`config.mk`:
```
export PLATFORM = sky130hd
export DESIGN_NAME = hsv_color_state_to_rgb_unit
export DESIGN_NICKNAME = d
export VERILOG_FILES = /design/src/design/hsvrgb_pkg.sv /design/src/design/hsv_color_state_to_rgb_unit.sv
export SDC_FILE = /design/constraint.sdc
export NUM_CORES = 1
export LEC_CHECK = 0
export BUFFER_PORTS_ARGS = -buffer_cell sky130_fd_sc_hd__buf_2
export CELL_PAD_IN_SITES_DETAIL_PLACEMENT = 0
export CELL_PAD_IN_SITES_GLOBAL_PLACEMENT = 2
export CORE_UTILIZATION = 35
export CTS_CLUSTER_DIAMETER = 80
export CTS_CLUSTER_SIZE = 25
export DETAILED_ROUTE_END_ITERATION = 16
export PLACE_DENSITY_LB_ADDON = 0.1
export SLEW_MARGIN = 40
export SYNTH_ARGS = -nofsm -noshare
export SYNTH_HDL_FRONTEND = slang
export SYNTH_SLANG_ARGS = --single-unit
```
`constraint.sdc`:
```
create_clock -name clk -period 23.8 [get_ports clk]
set_clock_uncertainty 0.05 [all_clocks]
set_input_delay 1.19 -clock clk [delete_from_list [all_inputs] [get_ports clk]]
set_output_delay 1.19 -clock clk [all_outputs]
set_load 0.01 [all_outputs]
```
`src/design/hsvrgb_pkg.sv`:
```
`default_nettype none

package hsvrgb_pkg;

	localparam int HUE_W  = 15;
	localparam int SAT_W  = 13;
	localparam int CH_W   = 8;
	localparam int AMT_HW = 16;
	localparam int AMT_QW = 14;

	localparam int HUE_FULL = 23040;
	localparam int HUE_SEG  = 3840;
	localparam int Q_ONE    = 4096;

	localparam logic [23:0] K_SCALE = 24'd15728640;

	localparam logic CMD_ADD = 1'b0;
	localparam logic CMD_SET = 1'b1;

	localparam logic [2:0] SEL_NONE = 3'b000;
	localparam logic [2:0] SEL_HUE  = 3'b001;
	localparam logic [2:0] SEL_SAT  = 3'b010;
	localparam logic [2:0] SEL_VAL  = 3'b100;
	localparam logic [2:0] SEL_ALL  = 3'b111;

	localparam logic [2:0] ST_IDLE   = 3'd0;
	localparam logic [2:0] ST_WRAP   = 3'd1;
	localparam logic [2:0] ST_DIVSEG = 3'd2;
	localparam logic [2:0] ST_MULA   = 3'd3;
	localparam logic [2:0] ST_MULB   = 3'd4;
	localparam logic [2:0] ST_STORE  = 3'd5;
	localparam logic [2:0] ST_DONE   = 3'd6;

	localparam logic [1:0] CH_V = 2'd0;
	localparam logic [1:0] CH_Q = 2'd1;
	localparam logic [1:0] CH_T = 2'd2;
	localparam logic [1:0] CH_P = 2'd3;

endpackage

`default_nettype wire

```
`src/design/hsv_color_state_to_rgb_unit.sv`:
```
`default_nettype none

// Lamp color held as hue (1/64 degree, wraps at 360 degrees), saturation and
// value (Q1.12, clamped to 0..1). Each input transfer adds to or sets the
// components chosen by apply_mask, then one transfer of 8-bit red, green and
// blue follows from the six-segment HSV conversion. Each item goes through
// hue wrap, then a segment search by repeated subtraction of 60 degrees,
// then the four color terms, which share one 17x24 multiplier (two
// products per term). in_stall stays high from the input transfer until
// the result is loaded into an output register, where it sits until it is
// taken.
module hsv_color_state_to_rgb_unit (
	input  wire logic                                    clk,
	input  wire logic                                    arst_n,
	input  wire logic                                    in_valid,
	output logic                                         in_stall,
	input  wire logic                                    command,
	input  wire logic [2:0]                              apply_mask,
	input  wire logic signed [hsvrgb_pkg::AMT_HW-1:0]    hue_amount,
	input  wire logic signed [hsvrgb_pkg::AMT_QW-1:0]    sat_amount,
	input  wire logic signed [hsvrgb_pkg::AMT_QW-1:0]    val_amount,
	output logic                                         out_valid,
	input  wire logic                                    out_stall,
	output logic [hsvrgb_pkg::CH_W-1:0]                  red,
	output logic [hsvrgb_pkg::CH_W-1:0]                  green,
	output logic [hsvrgb_pkg::CH_W-1:0]                  blue
);
	import hsvrgb_pkg::*;

	function automatic logic [SAT_W-1:0] clamp_unit(input logic signed [14:0] x);
		logic [SAT_W-1:0] r;
		if (x < 15'sd0) begin
			r = '0;
		end else if (x > 15'sd4096) begin
			r = SAT_W'(Q_ONE);
		end else begin
			r = x[SAT_W-1:0];
		end
		return r;
	endfunction

	logic [2:0]               state_q;
	logic [HUE_W-1:0]         hue_now_q;
	logic [SAT_W-1:0]         sat_now_q;
	logic [SAT_W-1:0]         val_now_q;
	logic signed [16:0]       hw_q;
	logic [HUE_W-1:0]         f_q;
	logic [2:0]               seg_q;
	logic [1:0]               idx_q;
	logic [40:0]              prod_q;
	logic [CH_W-1:0]          ch_q [4];
	logic                     out_valid_q;
	logic [CH_W-1:0]          red_q, green_q, blue_q;

	logic                     in_xfer, out_xfer, load_out;
	logic signed [14:0]       sat_next_raw, val_next_raw;
	logic signed [16:0]       hue_next_raw;
	logic [11:0]              x_sel, f12;
	logic [16:0]              mul_a;
	logic [23:0]              mul_b;
	logic [40:0]              mul_p;
	logic [CH_W-1:0]          r_sel, g_sel, b_sel;

	assign in_stall  = (state_q != ST_IDLE);
	assign in_xfer   = in_valid && !in_stall;
	assign out_xfer  = out_valid_q && !out_stall;
	assign load_out  = (state_q == ST_DONE) && (!out_valid_q || !out_stall);
	assign out_valid = out_valid_q;
	assign red       = red_q;
	assign green     = green_q;
	assign blue      = blue_q;

	always_comb begin
		if (command == CMD_SET) begin
			sat_next_raw = {sat_amount[AMT_QW-1], sat_amount};
			val_next_raw = {val_amount[AMT_QW-1], val_amount};
			hue_next_raw = {hue_amount[AMT_HW-1], hue_amount};
		end else begin
			sat_next_raw = $signed({2'b00, sat_now_q}) + $signed({sat_amount[AMT_QW-1], sat_amount});
			val_next_raw = $signed({2'b00, val_now_q}) + $signed({val_amount[AMT_QW-1], val_amount});
			hue_next_raw = $signed({2'b00, hue_now_q}) + $signed({hue_amount[AMT_HW-1], hue_amount});
		end
	end

	assign f12 = f_q[11:0];

	always_comb begin
		case (idx_q)
			CH_V:    x_sel = '0;
			CH_Q:    x_sel = f12;
			CH_T:    x_sel = 12'(HUE_SEG) - f12;
			CH_P:    x_sel = 12'(HUE_SEG);
			default: x_sel = '0;
		endcase
	end

	// one shared multiplier: s*x, then 17*v*(K - s*x)
	always_comb begin
		if (state_q == ST_MULB) begin
			mul_a = {val_now_q, 4'b0000} + {4'b0000, val_now_q};
			mul_b = K_SCALE - prod_q[23:0];
		end else begin
			mul_a = {4'b0000, sat_now_q};
			mul_b = {12'b0, x_sel};
		end
	end

	assign mul_p = 41'(mul_a) * 41'(mul_b);

	always_comb begin
		case (seg_q)
			3'd0:    begin r_sel = ch_q[CH_V]; g_sel = ch_q[CH_T]; b_sel = ch_q[CH_P]; end
			3'd1:    begin r_sel = ch_q[CH_Q]; g_sel = ch_q[CH_V]; b_sel = ch_q[CH_P]; end
			3'd2:    begin r_sel = ch_q[CH_P]; g_sel = ch_q[CH_V]; b_sel = ch_q[CH_T]; end
			3'd3:    begin r_sel = ch_q[CH_P]; g_sel = ch_q[CH_Q]; b_sel = ch_q[CH_V]; end
			3'd4:    begin r_sel = ch_q[CH_T]; g_sel = ch_q[CH_P]; b_sel = ch_q[CH_V]; end
			default: begin r_sel = ch_q[CH_V]; g_sel = ch_q[CH_P]; b_sel = ch_q[CH_Q]; end
		endcase
	end

	always_ff @(posedge clk or negedge arst_n) begin
		if (!arst_n) begin
			state_q     <= ST_IDLE;
			hue_now_q   <= '0;
			sat_now_q   <= '0;
			val_now_q   <= '0;
			out_valid_q <= 1'b0;
			idx_q       <= '0;
			seg_q       <= '0;
		end else begin
			if (load_out) begin
				out_valid_q <= 1'b1;
			end else if (out_xfer) begin
				out_valid_q <= 1'b0;
			end
			case (state_q)
				ST_IDLE: begin
					if (in_xfer) begin
						if (apply_mask[1]) begin
							sat_now_q <= clamp_unit(sat_next_raw);
						end
						if (apply_mask[2]) begin
							val_now_q <= clamp_unit(val_next_raw);
						end
						state_q <= ST_WRAP;
					end
				end
				ST_WRAP: begin
					if (hw_q < 17'sd0) begin
						state_q <= ST_WRAP;
					end else if (hw_q >= 17'sd23040) begin
						state_q <= ST_WRAP;
					end else begin
						hue_now_q <= hw_q[HUE_W-1:0];
						seg_q     <= '0;
						state_q   <= ST_DIVSEG;
					end
				end
				ST_DIVSEG: begin
					if (f_q >= HUE_W'(HUE_SEG)) begin
						seg_q <= seg_q + 3'd1;
					end else begin
						idx_q   <= '0;
						state_q <= ST_MULA;
					end
				end
				ST_MULA: begin
					state_q <= ST_MULB;
				end
				ST_MULB: begin
					state_q <= ST_STORE;
				end
				ST_STORE: begin
					if (idx_q == CH_P) begin
						state_q <= ST_DONE;
					end else begin
						idx_q   <= idx_q + 2'd1;
						state_q <= ST_MULA;
					end
				end
				ST_DONE: begin
					if (load_out) begin
						state_q <= ST_IDLE;
					end
				end
				default: begin
					state_q <= ST_IDLE;
				end
			endcase
		end
	end

	always_ff @(posedge clk) begin
		if (in_xfer) begin
			if (apply_mask[0]) begin
				hw_q <= hue_next_raw;
			end else begin
				hw_q <= $signed({2'b00, hue_now_q});
			end
		end else if (state_q == ST_WRAP) begin
			if (hw_q < 17'sd0) begin
				hw_q <= hw_q + 17'sd23040;
			end else if (hw_q >= 17'sd23040) begin
				hw_q <= hw_q - 17'sd23040;
			end
		end
		if (state_q == ST_WRAP) begin
			f_q <= hw_q[HUE_W-1:0];
		end else if (state_q == ST_DIVSEG && f_q >= HUE_W'(HUE_SEG)) begin
			f_q <= f_q - HUE_W'(HUE_SEG);
		end
		if (state_q == ST_MULA || state_q == ST_MULB) begin
			prod_q <= mul_p;
		end
		if (state_q == ST_STORE) begin
			ch_q[idx_q] <= prod_q[39:32];
		end
		if (load_out) begin
			red_q   <= r_sel;
			green_q <= g_sel;
			blue_q  <= b_sel;
		end
	end

`ifndef NO_ASSERTIONS
	a_hue_range: assert property (@(posedge clk) disable iff (!arst_n)
		hue_now_q < HUE_W'(HUE_FULL))
		else $error("hue state out of range");

	a_unit_clamp: assert property (@(posedge clk) disable iff (!arst_n)
		sat_now_q <= SAT_W'(Q_ONE) && val_now_q <= SAT_W'(Q_ONE))
		else $error("saturation or value beyond one");

	a_seg_done: assert property (@(posedge clk) disable iff (!arst_n)
		(state_q == ST_MULA) |-> (f_q < HUE_W'(HUE_SEG) && seg_q <= 3'd5))
		else $error("segment search left a bad remainder");

	a_result_source: assert property (@(posedge clk) disable iff (!arst_n)
		$rose(out_valid_q) |-> $past(state_q) == ST_DONE)
		else $error("result raised outside of done state");
`endif

endmodule

`default_nettype wire
```
### Yosys cells after proc, flatten, opt, wreduce, memory -nomap -nowiden

Memories as Yosys holds them, arrays and structs flattened.
Index checks and enable logic that the tools add are counted.

* reductions and logical operators: 30
* $mul: 1
* muxes and demuxes: 38
* equal/unequal tests: 20
* $lt $le $gt $ge: 7
* add/subtract/negate cells: 11
* bitwise logic cells: 2

Operators with widths (count)
* 17-bit two-way mux: 7
* 8-bit case mux with 3 select lines: 3
* 15-bit two-way mux: 4
* 13-bit two-way mux: 4
* 12-bit case mux with 4 select lines: 1
* 17-bit by 24-bit multiplier with 40-bit output: 1
* 14-bit by 14-bit adder with 15-bit output: 2
* 15-bit by 14-bit > comparator with 1-bit output (second input constant): 2
* 15-bit by 1-bit less-than comparator with 1-bit output (second input constant): 2
* 24-bit two-way mux: 1
* 24-bit subtractor (first input constant): 1
* 3-bit two-way mux: 7
* 3-bit case mux with 7 select lines: 1
* 16-bit by 16-bit adder with 17-bit output: 1
* 17-bit by 13-bit adder with 17-bit output: 1
* 17-bit by 16-bit adder with 17-bit output (second input constant): 1
* 17-bit by 16-bit >= comparator with 1-bit output (second input constant): 1
* 17-bit by 1-bit less-than comparator with 1-bit output (second input constant): 1
* 17-bit by 16-bit subtractor with 17-bit output (second input constant): 1
* 15-bit by 12-bit >= comparator with 1-bit output (second input constant): 1
* 3-bit AND reduction: 5
* 15-bit by 12-bit subtractor with 15-bit output (second input constant): 1
* 3-bit by 2-bit == test with 1-bit output (second input constant): 4
* 3-bit == test (second input constant): 4
* other kinds (23): 52

* memory bits (writable): 32
* bits in registers: 146
* memories kept: 1
* output and inout bits: 26

Memories
* ch_q: words 4, bits a word 8, rd ports 4, clocked after memory_dff 0, wr ports 1, line hsv_color_state_to_rgb_unit.sv:51 `logic [CH_W-1:0] ch_q [4];`

### Longest topological paths before layout

* depth in word-level cells: 5
* gate-level depth with buffers: 33
* depth with buffers taken out: 32

### Worst setup path after synthesis

No wires, ideal clock.

* kind: reg-to-reg
* start point: register prod_q[0]
* end point: register prod_q[35] (data pin)
* arrival: 7.359 ns
* slack: 16.133 ns
* stages on the path, launching flop included: 34
* required time: 23.492 ns
* period minus slack after synthesis: 7.667 ns
* library setup time: 0.258 ns
* cells stage by stage: edfxtp_1 > inv_1 > ha_1 > nor3b_2 > nand2_1 > or3_1 > or2_1 > nor4_2 > xnor2_1 > and2_1 > clkbuf_1 > buf_2 > nand2_1 > fa_1 > inv_1 > fa_1 > inv_1 > fa_1 > inv_1 > fa_1 > fa_1 > inv_1 > fa_1 > inv_1 > ha_1 > a21o_1 > a21o_1 > a21oi_1 > o221ai_1 > nand3_1 > nand2_1 > a41oi_1 > nor2b_1 > xnor2_1

* longest elaborated chain between the ends: 3

Ends and longest elaborated chain
* from (decl): line hsv_color_state_to_rgb_unit.sv:50 `logic [40:0] prod_q;`
* from (signal assigned): line hsv_color_state_to_rgb_unit.sv:213 `prod_q <= mul_p;`
* 24-bit subtractor: line hsv_color_state_to_rgb_unit.sv:101 `mul_b = K_SCALE - prod_q[23:0];`
* 24-bit two-way mux: line hsv_color_state_to_rgb_unit.sv:99 `if (state_q == ST_MULB) begin`
* 17-bit by 24-bit multiplier with 40-bit output: line hsv_color_state_to_rgb_unit.sv:108 `assign mul_p = 41'(mul_a) * 41'(mul_b);`
* net mul_p[35]: line hsv_color_state_to_rgb_unit.sv:61 `logic [40:0] mul_p;`

The timed path passes the listed nets, and every way through them passes these cells.
A chain may end at the register's enable or synchronous reset.

### Worst setup path after layout

* start point: register f_q[4]
* end point: register prod_q[39] (data pin)

* longest elaborated chain between the ends: 4

Ends and longest elaborated chain
* from (decl): line hsv_color_state_to_rgb_unit.sv:47 `logic [HUE_W-1:0] f_q;`
* from (signal assigned): line hsv_color_state_to_rgb_unit.sv:208 `f_q <= hw_q[HUE_W-1:0];`
* from (signal assigned): line hsv_color_state_to_rgb_unit.sv:210 `f_q <= f_q - HUE_W'(HUE_SEG);`
* 12-bit subtractor: line hsv_color_state_to_rgb_unit.sv:91 `CH_T: x_sel = 12'(HUE_SEG) - f12;`
* 12-bit case mux with 4 select lines *: line hsv_color_state_to_rgb_unit.sv:88 `case (idx_q)`
* 24-bit two-way mux *: line hsv_color_state_to_rgb_unit.sv:99
* 17-bit by 24-bit multiplier with 40-bit output *: line hsv_color_state_to_rgb_unit.sv:108
* net mul_p[39]: line hsv_color_state_to_rgb_unit.sv:61

The timed path passes the listed nets; every way through them passes the cells marked *.

==> flow_summary.rst <==
.. list-table::
   :header-rows: 1

   * - Metric
     - Value
   * - Clk sinks
     - 170
   * - Router iterations before antenna repair
     - 14
   * - Std-Cell Rows
     - 94
   * - Area leader, netlist
     - sky130_fd_sc_hd__fa_1
   * - Fin Hold WS
     - 460 ps
   * - Mean area per synthesized cell
     - 9.01 um^2
   * - Deepest level of the CTS H-tree
     - 4
   * - Placed instance area
     - 24800 um^2
   * - Most frequent cell on the critical path
     - sky130_fd_sc_hd__fa_1
   * - Share of the yosys chip area belonging to registers
     - 0.207
   * - Final Non-Filler Cells
     - 3501
   * - Kind of path behind the tightest hold check
     - reg2reg
   * - Total negative slack
     - 0 ps
   * - Leakage component of the power
     - 0.0117 uW
   * - Input/output buffers
     - 77
   * - Max-slew violations
     - 0
   * - Share of layout cells above drive strength 1
     - 0.0736
   * - Worst relative slew slack
     - 0.394
   * - Maximum cell stage delay along the critical path
     - 600 ps
   * - TritonCTS clock tree
     - done
   * - Dominant synthesized flop cell
     - sky130_fd_sc_hd__edfxtp_1
   * - Starting Density
     - 0.355
   * - Count of flip-flops with a built-in enable after synthesis
     - 120
   * - Synthesized netlist net count
     - 3163
   * - CP startpoint kind
     - register
   * - Top achievable clock speed
     - 110 MHz
   * - Syn Std Cell Area
     - 23400 um^2
   * - WP data arrival
     - 9260 ps
   * - P per Cell Area
     - 106 nW/um^2
   * - Final estimated routing congestion in global placement
     - 0.863
   * - Count of state elements after synthesis
     - 170
   * - Buffers inserted during post-CTS setup optimization
     - 0
   * - Cell area after layout
     - 25400 um^2
   * - Most frequent cell after synthesis
     - sky130_fd_sc_hd__inv_1
   * - R2R Path Start
     - f_q[4]$_DFFE_PP_
   * - Period Utilization, post-route
     - 0.381
   * - Yosys top cell area share
     - 0.283
   * - Number of antenna violations at the first check in global routing
     - 0
   * - Status
     - complete, but fails checks
   * - DRT iter0 DRCs
     - 1317
   * - Vias in the first global route
     - 19000
   * - Area overhead of the layout relative to synthesis
     - 8.30%
   * - Routed via count
     - 18200
   * - Final critical path time including I/O delays and setup
     - 9080 ps
   * - Routed WL per cell
     - 21.6 um
   * - Utilization after layout
     - 0.385
   * - Crit path max fanout
     - 13
   * - Max-capacitance violation count
     - 0
   * - Unrepaired setup endpoints after global routing
     - false
   * - Slowest-stage cell, CP
     - sky130_fd_sc_hd__o221ai_1
   * - Hold Vio Cnt, Final
     - 0
   * - Failing checks
     - design-rule violations
   * - Die H
     - 261 um
   * - Post-cts resize count
     - 0
   * - Via count normalized by instance count
     - 5.21
   * - DRC violation count after routing
     - 2
   * - Count of boundary I/O pins
     - 78
   * - Die Outline Area
     - 68000 um^2
   * - Worst-path clk slew
     - 70 ps
   * - Worst-skew pair later-pin latency
     - 490 ps
   * - Placed wire-length estimate after detailed placement
     - 59.6 mm
   * - Number of CTS-inserted buffers
     - 17
   * - Max IR drop VDD
     - 52.5 uV
   * - Routed Antenna Nets
     - 0
   * - All-layer global routing usage
     - 0.230
   * - Post-layout net count
     - 3184
   * - Wire length of the first global-routing pass
     - 116 mm
   * - Placed cells
     - 3468
   * - Mapped Cells
     - 2602
   * - Cell types with the highest counts after synthesis
     - sky130_fd_sc_hd__inv_1, sky130_fd_sc_hd__nand2_1, sky130_fd_sc_hd__fa_1
   * - Pin count of the biggest net entering global routing
     - 76
   * - Die Wd
     - 261 um
   * - Share of flip-flops with an asynchronous set or reset after synthesis
     - 0.294
   * - CTS root buffer
     - sky130_fd_sc_hd__clkbuf_16
   * - Type of the worst setup path
     - reg2reg
   * - Buffer depth of the longest clock path
     - 2
   * - Dominant cells by area after synthesis
     - sky130_fd_sc_hd__fa_1, sky130_fd_sc_hd__edfxtp_1, sky130_fd_sc_hd__ha_1
   * - Total of hold buffers inserted after clock tree synthesis
     - 0
   * - Number of library cell types mapped by synthesis
     - 74
   * - Count of synthesis-stage warnings from yosys
     - 0
   * - Hold path startpoint
     - prod_q[34]$_DFFE_PP_
   * - Critical path data required time
     - 23980 ps
   * - Kind of capture point of the worst setup path
     - register
   * - Area of the core
     - 66000 um^2
   * - Slew at the pin closest to its max-slew limit
     - 908 ps
   * - Total congestion overflow
     - 0
   * - Detailed Route WL
     - 75.6 mm
   * - Critical path origin
     - f_q[4]$_DFFE_PP_
   * - Number of setup violations in the final report
     - 0
## logic make-up after synthesis
| family | after synthesis | synth area share |
|---|---|---|
| AND/OR/NAND/NOR | 839 | 0.159 |
| XOR/XNOR | 104 | 0.0388 |
| AO/OA/AOI/OAI | 415 | 0.116 |
| buffers and inverters | 529 | 0.0849 |
| multiplexers | 36 | 0.0163 |
| adder cells (fa/ha/maj) | 509 | 0.378 |
| flip-flops | 170 | 0.207 |
## worst paths after layout
check / to / cells after the start / slack [ps]
max: prod_q[39]$_DFFE_PP_ / 27 / 14720
min: ch_q[2][2]$_DFFE_PP_ / 0 / 460
max reg2reg: prod_q[39]$_DFFE_PP_ / 27 / 14720
min reg2reg: ch_q[2][2]$_DFFE_PP_ / 0 / 460
max in group asynchronous: seg_q[2]$_DFFE_PN0P_ / 2 / 22580
min in group asynchronous: hue_now_q[5]$_DFFE_PN0P_ / 2 / 700
## report_power, final
group | leakage [uW] | internal [uW] | switching (uW)
registers | 0.00176 | 479 | 136
clock network | 0.000280 | 137 | 140
logic | 0.00963 | 625 | 1180
total | 0.0117 | 1240 | 1450
## final cells by class
class | count | area [um^2]
multi-input combinational | 1903 | 16700
sequential | 170 | 4860
inverter | 425 | 1600
fill | 6752 | 40600
tap | 864 | 1080
clock inverter | 15 | 130
timing repair buffer | 106 | 611
antenna | 1 | 2.50
clock buffer | 17 | 425
## registers in the layout, indices dropped and copies added, names as in the netlist
| register | cells |
|---|---|
| ch_q | 32 |
| prod_q | 32 |
| hw_q | 17 |
| f_q | 15 |
| hue_now_q | 15 |
| sat_now_q | 13 |
| val_now_q | 13 |
| blue | 8 |
| green | 8 |
| red | 8 |
| seg_q | 3 |
| state_q | 3 |
| idx_q | 2 |
| out_valid | 1 |
## cell usage in the layout, fill, tap and decap left out, types with 38 or more instances in the layout
| master | netlist | layout |
|---|---|---|
| sky130_fd_sc_hd__a21oi_1 | 95 | 95 |
| sky130_fd_sc_hd__and2_1 | 52 | 51 |
| sky130_fd_sc_hd__buf_2 | 4 | 77 |
| sky130_fd_sc_hd__dfrtp_1 | 50 | 49 |
| sky130_fd_sc_hd__edfxtp_1 | 120 | 120 |
| sky130_fd_sc_hd__fa_1 | 332 | 332 |
| sky130_fd_sc_hd__ha_1 | 177 | 177 |
| sky130_fd_sc_hd__inv_1 | 424 | 424 |
| sky130_fd_sc_hd__nand2_1 | 408 | 400 |
| sky130_fd_sc_hd__nor2_1 | 200 | 197 |
| sky130_fd_sc_hd__nor3_1 | 39 | 38 |
| sky130_fd_sc_hd__o21ai_0 | 94 | 89 |
| sky130_fd_sc_hd__xnor2_1 | 63 | 63 |
| sky130_fd_sc_hd__xor2_1 | 41 | 41 |
## routing by layer
layer  vias to the layer above  routed length [um]  track usage
met3                        65                2810       0.0241
met5                         -                   0            0
met2                       377               34200        0.364
met1                      9261               37000        0.333
met4                         0                1520       0.0627
li1                       8541                   -            -
## critical path: cells and delay by family, from the launching register on
family	cells	cell delay, ps
buffers and inverters	4	540
adder cells (fa/ha/maj)	7	3430
XOR/XNOR	1	120
AO/OA/AOI/OAI	8	2740
AND/OR/NAND/NOR	7	1490
flip-flops	1	450
## through the flow
stage,setup WS [ps],power (uW)
after floorplan,16130,1780
after global placement,14710,2400
after detailed placement,14790,2410
after CTS,14760,2710
after global routing,14280,2930
final,14720,2690
Note: power is estimated with default switching activity, not from simulation.
